## config.mk

```make
export PLATFORM = sky130hd
export DESIGN_NAME = tcwe_cell
export DESIGN_NICKNAME = d
export VERILOG_FILES = /design/src/sv/tcwe_pkg.sv /design/src/sv/tcwe_cell.sv
export SDC_FILE = /design/constraint.sdc
export NUM_CORES = 1
export LEC_CHECK = 0
export BUFFER_PORTS_ARGS = -buffer_cell sky130_fd_sc_hd__buf_2
export CAP_MARGIN = 20
export CORE_MARGIN = 3
export CORE_UTILIZATION = 40
export DETAILED_ROUTE_END_ITERATION = 8
export PLACE_DENSITY = 0.72
export SYNTH_ARGS = -nofsm -noshare
export SYNTH_HDL_FRONTEND = slang
export SYNTH_SLANG_ARGS = --single-unit
```

## constraint.sdc

```tcl
create_clock -name clock -period 10.7 [get_ports clock]
set_input_delay 0.535 -clock clock [delete_from_list [all_inputs] [get_ports clock]]
set_output_delay 0.535 -clock clock [all_outputs]
set_load 0.03 [all_outputs]
```

## src/sv/tcwe_pkg.sv

```systemverilog
package tcwe_pkg;

   localparam int WORD_WIDTH = 32;
   localparam int CSR_INDEX_WIDTH = 8;
   localparam int DEFAULT_ROUNDS = 32;
   localparam logic [WORD_WIDTH-1:0] TEA_DELTA = 32'h9E37_79B9;

   localparam logic [CSR_INDEX_WIDTH-1:0] KEY_WORD0_INDEX = 8'd0;
   localparam logic [CSR_INDEX_WIDTH-1:0] KEY_WORD1_INDEX = 8'd1;
   localparam logic [CSR_INDEX_WIDTH-1:0] KEY_WORD2_INDEX = 8'd2;
   localparam logic [CSR_INDEX_WIDTH-1:0] KEY_WORD3_INDEX = 8'd3;

   typedef struct packed {
      logic [WORD_WIDTH-1:0] k0;
      logic [WORD_WIDTH-1:0] k1;
      logic [WORD_WIDTH-1:0] k2;
      logic [WORD_WIDTH-1:0] k3;
   } key_type;

   // One block in flight through the row of round cells.
   typedef struct packed {
      logic                  valid;
      logic                  last;
      logic [WORD_WIDTH-1:0] v0;
      logic [WORD_WIDTH-1:0] v1;
   } stage_type;

endpackage

```

## src/sv/tcwe_cell.sv

```systemverilog
module tcwe_cell #(
   parameter logic [tcwe_pkg::WORD_WIDTH-1:0] ROUND_SUM = tcwe_pkg::TEA_DELTA
) (
   input  logic                 clock,
   input  logic                 reset,
   input  logic                 enable,
   input  tcwe_pkg::key_type    key,
   input  tcwe_pkg::stage_type  stage_in,
   output tcwe_pkg::stage_type  stage_out
);

   logic [tcwe_pkg::WORD_WIDTH-1:0] v0_in;
   logic [tcwe_pkg::WORD_WIDTH-1:0] v1_in;
   logic [tcwe_pkg::WORD_WIDTH-1:0] v0_ff;
   logic [tcwe_pkg::WORD_WIDTH-1:0] v1_ff;
   logic                            valid_ff;
   logic                            last_ff;

   // One TEA cycle: the new low half feeds the high half update.
   always_comb begin
      v0_in = stage_in.v0 + (((stage_in.v1 << 4) + key.k0) ^ (stage_in.v1 + ROUND_SUM)
                             ^ ((stage_in.v1 >> 5) + key.k1));
      v1_in = stage_in.v1 + (((v0_in << 4) + key.k2) ^ (v0_in + ROUND_SUM)
                             ^ ((v0_in >> 5) + key.k3));
   end

   always_ff @(posedge clock) begin
      if (reset) begin
         valid_ff <= 1'b0;
      end else if (enable) begin
         valid_ff <= stage_in.valid;
      end
   end

   always_ff @(posedge clock) begin
      if (enable) begin
         last_ff <= stage_in.last;
         v0_ff   <= v0_in;
         v1_ff   <= v1_in;
      end
   end

   assign stage_out = '{valid: valid_ff, last: last_ff, v0: v0_ff, v1: v1_ff};

endmodule

```

==> impl_metrics.env, run 1 <==
export IMPL_status="complete, no violations"
export IMPL_critPathKind="input port to flop"
export IMPL_period_needed_ps=9410
export IMPL_hp_class="input port to flop"
export IMPL_drt_iter0_drc=980
export IMPL_vias=12265
export IMPL_cts_tree="built"
export IMPL_antenna_found_initial=10
export IMPL_synth_area_um2=12700
export IMPL_syn_num_nets=1873
export IMPL_hold_viol=0
export IMPL_drt_total_wl_mm=41.1
export IMPL_via_per_inst=5.65
export IMPL_cts_clk_slew_worst_paths_ps=50
export IMPL_finalSetupTns_ps=0
export IMPL_tightestPinTransition_ps=1000
export IMPL_ys_seq_area_share_pct=15.6
export IMPL_io_pins=263
export IMPL_crit_path_start_kind="input port"
export IMPL_max_stage_delay_ps=800
export IMPL_fmax_ghz=0.106
export IMPL_htree_levels=3
export IMPL_critPathSlowestCell="a211oi_1"
export IMPL_core_rowCount=64
export IMPL_nets=2152
export IMPL_rsz0062_at_grt="false"
export IMPL_cp_arrival_ps=9500
export IMPL_grt_pass1_vias=12196
export IMPL_clk_path_buf_depth=2
export IMPL_nFillCells=3054
export IMPL_core_area_um2=30900
export IMPL_cts_resized_gates=0
export IMPL_top_layer_used="met5"
export IMPL_final_common_cell="xnor2_1"
export IMPL_mostFrequentLayoutCells="xnor2_1 (288), buf_2 (262), ha_1 (182)"
export IMPL_ys_seq_elements=66
export IMPL_ant_nets=0
export IMPL_dr_pass1_iters=5
export IMPL_routedWlPerCell_um=18.9
export IMPL_cts_made_buffers=9
export IMPL_layout_drive_gt1_share_pct=18.1
export IMPL_synth_distinct_cells=83
export IMPL_holdWs_ps=348
export IMPL_die_h_um=184
export IMPL_die_area_um2=33900
export IMPL_fp_dieW_um=184
export IMPL_syn_to_final_growth_pct=16.7
export IMPL_cts_root_buf="clkbuf_16"
export IMPL_ctsHoldBuffers=0
export IMPL_setup_violations=0
export IMPL_synthFlopType="edfxtp_1"
export IMPL_clk_latency_ps=340
export IMPL_fin_util_pct=47.8
export IMPL_end_kind="flop"
export IMPL_netlist_instances=1488
export IMPL_synth_edf_count=65
export IMPL_postCtsSetupRepairBufs=0
export IMPL_slew_headroom_pct=32.6
export IMPL_gp_congestion=0.941
export IMPL_overflow=0
export IMPL_slew_viol_final=0
export IMPL_synthArstFlopShare_pct=0
export IMPL_drc=0
export IMPL_wl_met2_mm=19.1
export IMPL_dpl_hpwl_mm=34.5
export IMPL_io_buffers=262
export IMPL_grt_util_all_layers_pct=23.5
export IMPL_met1_length_mm=18.5
export IMPL_critPathMaxFanout=12
export IMPL_route_met3_wl_mm=2.70
export IMPL_finalClockSkew_ps=0
export IMPL_yosys_warnings=0
export IMPL_timing_max_cap_violations=0
export IMPL_required_ps=10790
export IMPL_grt_pass1_wl_mm=63.5
export IMPL_grt_max_degree=67
export IMPL_start_util_pct=41.0
export IMPL_syn_avg_cell_area_um2=8.52
export IMPL_cts_sinks=66
export IMPL_period_share_pct=88.0
## stage by stage
step | area [µm²] | instances | worst slack (ps)
final | 14800 | 2169 | 1290
after global routing | 14800 | 2169 | 659
after CTS | 14800 | 2167 | 1340
after detailed placement | 14500 | 2152 | 1020
after global placement | 14500 | 2152 | 1330
after floorplan | 12700 | 1488 | 2590
## flip-flops by register name (all words and copies together), names as in the netlist
signal,count
v0_ff,32
v1_ff,32
last_ff,1
valid_ff,1
## worst paths after layout
kind | from | to | slack [ps] | depth (start not counted)
max | stage_in[5] | v1_ff[31]$_DFFE_PP_ | 1290 | 39
min | reset | valid_ff$_SDFFE_PP0P_ | 350 | 2
max reg2reg | valid_ff$_SDFFE_PP0P_ | valid_ff$_SDFFE_PP0P_ | 10120 | 2
min reg2reg | valid_ff$_SDFFE_PP0P_ | valid_ff$_SDFFE_PP0P_ | 500 | 2
## critical path, delay by kind of cell
kind	cells	cell delay, ps
AOI/OAI and AO/OA	21	5180
xor gates and xnor gates	4	760
adders and majority gates	5	1770
buffers and inverters	1	160
and+or+nand+nor	8	1080
## kinds of logic after synthesis
logic type               after synthesis  share of synthesized area [%]
AO/OA/AOI/OAI                        476                           24.8
XOR/XNOR                             347                           24.6
adder cells (fa/ha/maj)              188                           18.9
buffers and inverters                 65                           2.19
flip-flops                            66                           15.6
multiplexers                           4                          0.326
AND/OR/NAND/NOR                      342                           13.6
## metal layers
layer | global-route usage, % | up-vias
li1 | - | 6067
met1 | 31.6 | 5723
met2 | 39.8 | 397
met3 | 3.58 | 62
met4 | 5.65 | 16
met5 | 0 | -
## synth_stat cells, types with 7 or more instances
cell,number,area [µm²]
nor2_1,74,278
nand3_1,28,140
edfxtp_1,65,1950
nand2b_1,17,106
a21o_1,82,616
o21ai_0,77,385
o31ai_1,15,113
nor4_1,7,43.8
ha_1,182,2280
a21oi_1,146,731
a31oi_1,11,68.8
and2_1,12,75.1
nor2b_1,16,100
nand4_1,11,68.8
a211oi_1,15,113
o21bai_1,20,150
a211o_1,7,61.3
inv_1,55,206
nor3_1,26,130
xnor2_1,288,2520
a221o_1,7,70.1
and4_1,7,61.3
xor2_1,53,464
and3_1,18,113
o21a_1,22,165
or3_1,14,87.6
nand2_1,88,330
## layout make-up
type / instances / area, µm² / share of cell area [%]
Antenna cell: 2 / 5.00 / 0.0338
Clock buffer: 11 / 233 / 1.57
Clock inverter: 4 / 20.0 / 0.135
Inverter: 55 / 206 / 1.40
Multi-Input combinational cell: 1357 / 10400 / 70.5
Sequential cell: 66 / 1970 / 13.3
Tap cell: 396 / 495 / 3.35
Timing Repair Buffer: 278 / 1430 / 9.68
Power of run 1 is left out: the tool's default activity adds up to more than one toggle a clock period on the data nets, which glitch-free logic cannot reach.
==> inputs of run 2 (changes only) <==
--- a/config.mk
+++ b/config.mk
@@ -7,10 +7,12 @@
 export LEC_CHECK = 0
 export BUFFER_PORTS_ARGS = -buffer_cell sky130_fd_sc_hd__buf_2
 export CAP_MARGIN = 20
+export CORE_ASPECT_RATIO = 1.75
 export CORE_MARGIN = 3
-export CORE_UTILIZATION = 40
+export CORE_UTILIZATION = 50
 export DETAILED_ROUTE_END_ITERATION = 8
-export PLACE_DENSITY = 0.72
+export HOLD_SLACK_MARGIN = 0.15
+export PLACE_DENSITY = 0.85
 export SYNTH_ARGS = -nofsm -noshare
 export SYNTH_HDL_FRONTEND = slang
 export SYNTH_SLANG_ARGS = --single-unit
==> run 2 against run 1 <==
First-iteration DRC count decreased by 22%. Global-route usage grew 6.1 points. Clock skew did not move. Core utilization rose by 12 points. Critical path type unchanged.
==> impl_metrics.env, run 2 (synthesis gave the netlist of run 1 again) <==
export IMPL_cts_tree="built"
export IMPL_finalSetupTns_ps=0
export IMPL_required_ps=10790
export IMPL_r2r_start="valid_ff$_SDFFE_PP0P_"
export IMPL_tightestPinTransition_ps=903
export IMPL_die_area_um2=27400
export IMPL_clk_path_buf_depth=2
export IMPL_core_area_um2=24800
export IMPL_critPathKind="input port to flop"
export IMPL_setup_violations=0
export IMPL_clk_latency_ps=340
export IMPL_reg2reg_slack_ps=10110
export IMPL_drt_iter0_drc=766
export IMPL_timing_max_cap_violations=0
export IMPL_reg2reg_to="valid_ff$_SDFFE_PP0P_"
export IMPL_via_per_inst=6.15
export IMPL_grt_pass1_vias=12971
export IMPL_nFillCells=2175
export IMPL_hold_viol=0
export IMPL_grt_pass1_wl_mm=65.0
export IMPL_whs_endpoint="valid_ff$_SDFFE_PP0P_"
export IMPL_max_stage_delay_ps=540
export IMPL_critPathMaxFanout=12
export IMPL_antenna_found_initial=5
export IMPL_dr_pass1_iters=6
export IMPL_period_share_pct=85.6
export IMPL_dpl_hpwl_mm=35.0
export IMPL_mostFrequentLayoutCells="xnor2_1 (288), buf_2 (262), ha_1 (182)"
export IMPL_overflow=0
export IMPL_ctsHoldBuffers=0
export IMPL_slew_headroom_pct=39.8
export IMPL_rsz0062_at_grt="false"
export IMPL_fp_dieW_um=126
export IMPL_grt_util_all_layers_pct=29.6
export IMPL_critPathSlowestCell="or4_1"
export IMPL_top_regs="v0_ff (32), v1_ff (32)"
export IMPL_fmax_ghz=0.109
export IMPL_syn_to_final_growth_pct=16.6
export IMPL_cts_clk_slew_worst_paths_ps=60
export IMPL_io_pins=263
export IMPL_finalClockSkew_ps=0
export IMPL_vias=12866
export IMPL_end_kind="flop"
export IMPL_hp_class="input port to flop"
export IMPL_cp_arrival_ps=9250
export IMPL_slew_viol_final=0
export IMPL_drt_total_wl_mm=41.8
export IMPL_core_rowCount=76
export IMPL_cts_sinks=66
export IMPL_grt_max_degree=67
export IMPL_hold_path_cell_count=2
export IMPL_hold_start="reset"
export IMPL_final_common_cell="xnor2_1"
export IMPL_cts_made_buffers=9
export IMPL_htree_levels=3
export IMPL_io_buffers=262
export IMPL_period_needed_ps=9160
export IMPL_nets=2154
export IMPL_postCtsSetupRepairBufs=0
export IMPL_cts_resized_gates=0
export IMPL_cts_root_buf="clkbuf_16"
export IMPL_die_h_um=217
export IMPL_ant_nets=0
export IMPL_start_util_pct=51.1
export IMPL_crit_path_start_kind="input port"
export IMPL_status="complete, no violations"
export IMPL_gp_congestion=0.985
export IMPL_routedWlPerCell_um=20.0
export IMPL_layout_drive_gt1_share_pct=18.4
export IMPL_reg2reg_depth=2
export IMPL_drc=0
## run 2: cell count changes in the layout (fill, tap and decap cells not counted), sizes merged
| cell | delta |
|---|---|
| clkbuf | -2 |
| buf | +2 |
| bufinv | +2 |
| inv | +1 |
| diode | +4 |
## run 2: worst max-delay path: cells and delay by family
| kind | cells | cell delay (ps) |
|---|---|---|
| XOR/XNOR | 5 | 970 |
| adder cells (fa/ha/maj) | 5 | 1690 |
| AO/OA/AOI/OAI | 19 | 4440 |
| buffers and inverters | 1 | 160 |
| AND/OR/NAND/NOR | 7 | 1440 |
## run 2: worst max path at each step
| stage | start | to | slack, ps | cells past startpoint |
|---|---|---|---|---|
| after floorplan | key[64] | v1_ff[31]$_DFFE_PP_ | 2590 | 36 |
| after global placement | stage_in[5] | v1_ff[31]$_DFFE_PP_ | 1610 | 37 |
| after detailed placement | stage_in[5] | v1_ff[31]$_DFFE_PP_ | 1370 | 37 |
| after CTS | stage_in[5] | v1_ff[31]$_DFFE_PP_ | 1700 | 37 |
| after global routing | stage_in[5] | v1_ff[31]$_DFFE_PP_ | 850 | 37 |
| final | stage_in[5] | v1_ff[31]$_DFFE_PP_ | 1540 | 37 |
## run 2: through the flow
stage                     cell area, µm²  utilization (%)  cells  hold WS (ps)  setup WS [ps]
after global placement             14400             58.2   2070           467           1610
final                              14800             59.6   2092           341           1540
after global routing               14800             59.6   2091           334            854
after CTS                          14800             59.5   2086           335           1700
after detailed placement           14400             58.2   2070           488           1370
after floorplan                    12700                -   1488           462           2590
## run 2: layout make-up
| cell class | instances | area (µm²) | share of cell area, % |
|---|---|---|---|
| Sequential cell | 66 | 1970 | 13.3 |
| Antenna cell | 6 | 15.0 | 0.102 |
| Multi-Input combinational cell | 1357 | 10400 | 70.5 |
| Tap cell | 312 | 390 | 2.64 |
| Clock buffer | 9 | 225 | 1.52 |
| Clock inverter | 7 | 103 | 0.694 |
| Inverter | 55 | 206 | 1.40 |
| Timing Repair Buffer | 280 | 1450 | 9.78 |
## run 2: layer usage
layer | vias to the layer above | GRT usage (%) | part of all wire [%]
met4 | 0 | 26.0 | 10
met2 | 618 | 52.9 | 51
met5 | - | 0 | 0
li1 | 6079 | - | -
met1 | 5929 | 29.2 | 34
met3 | 240 | 4.41 | 5.2
Power of run 2 is left out for the same reason.
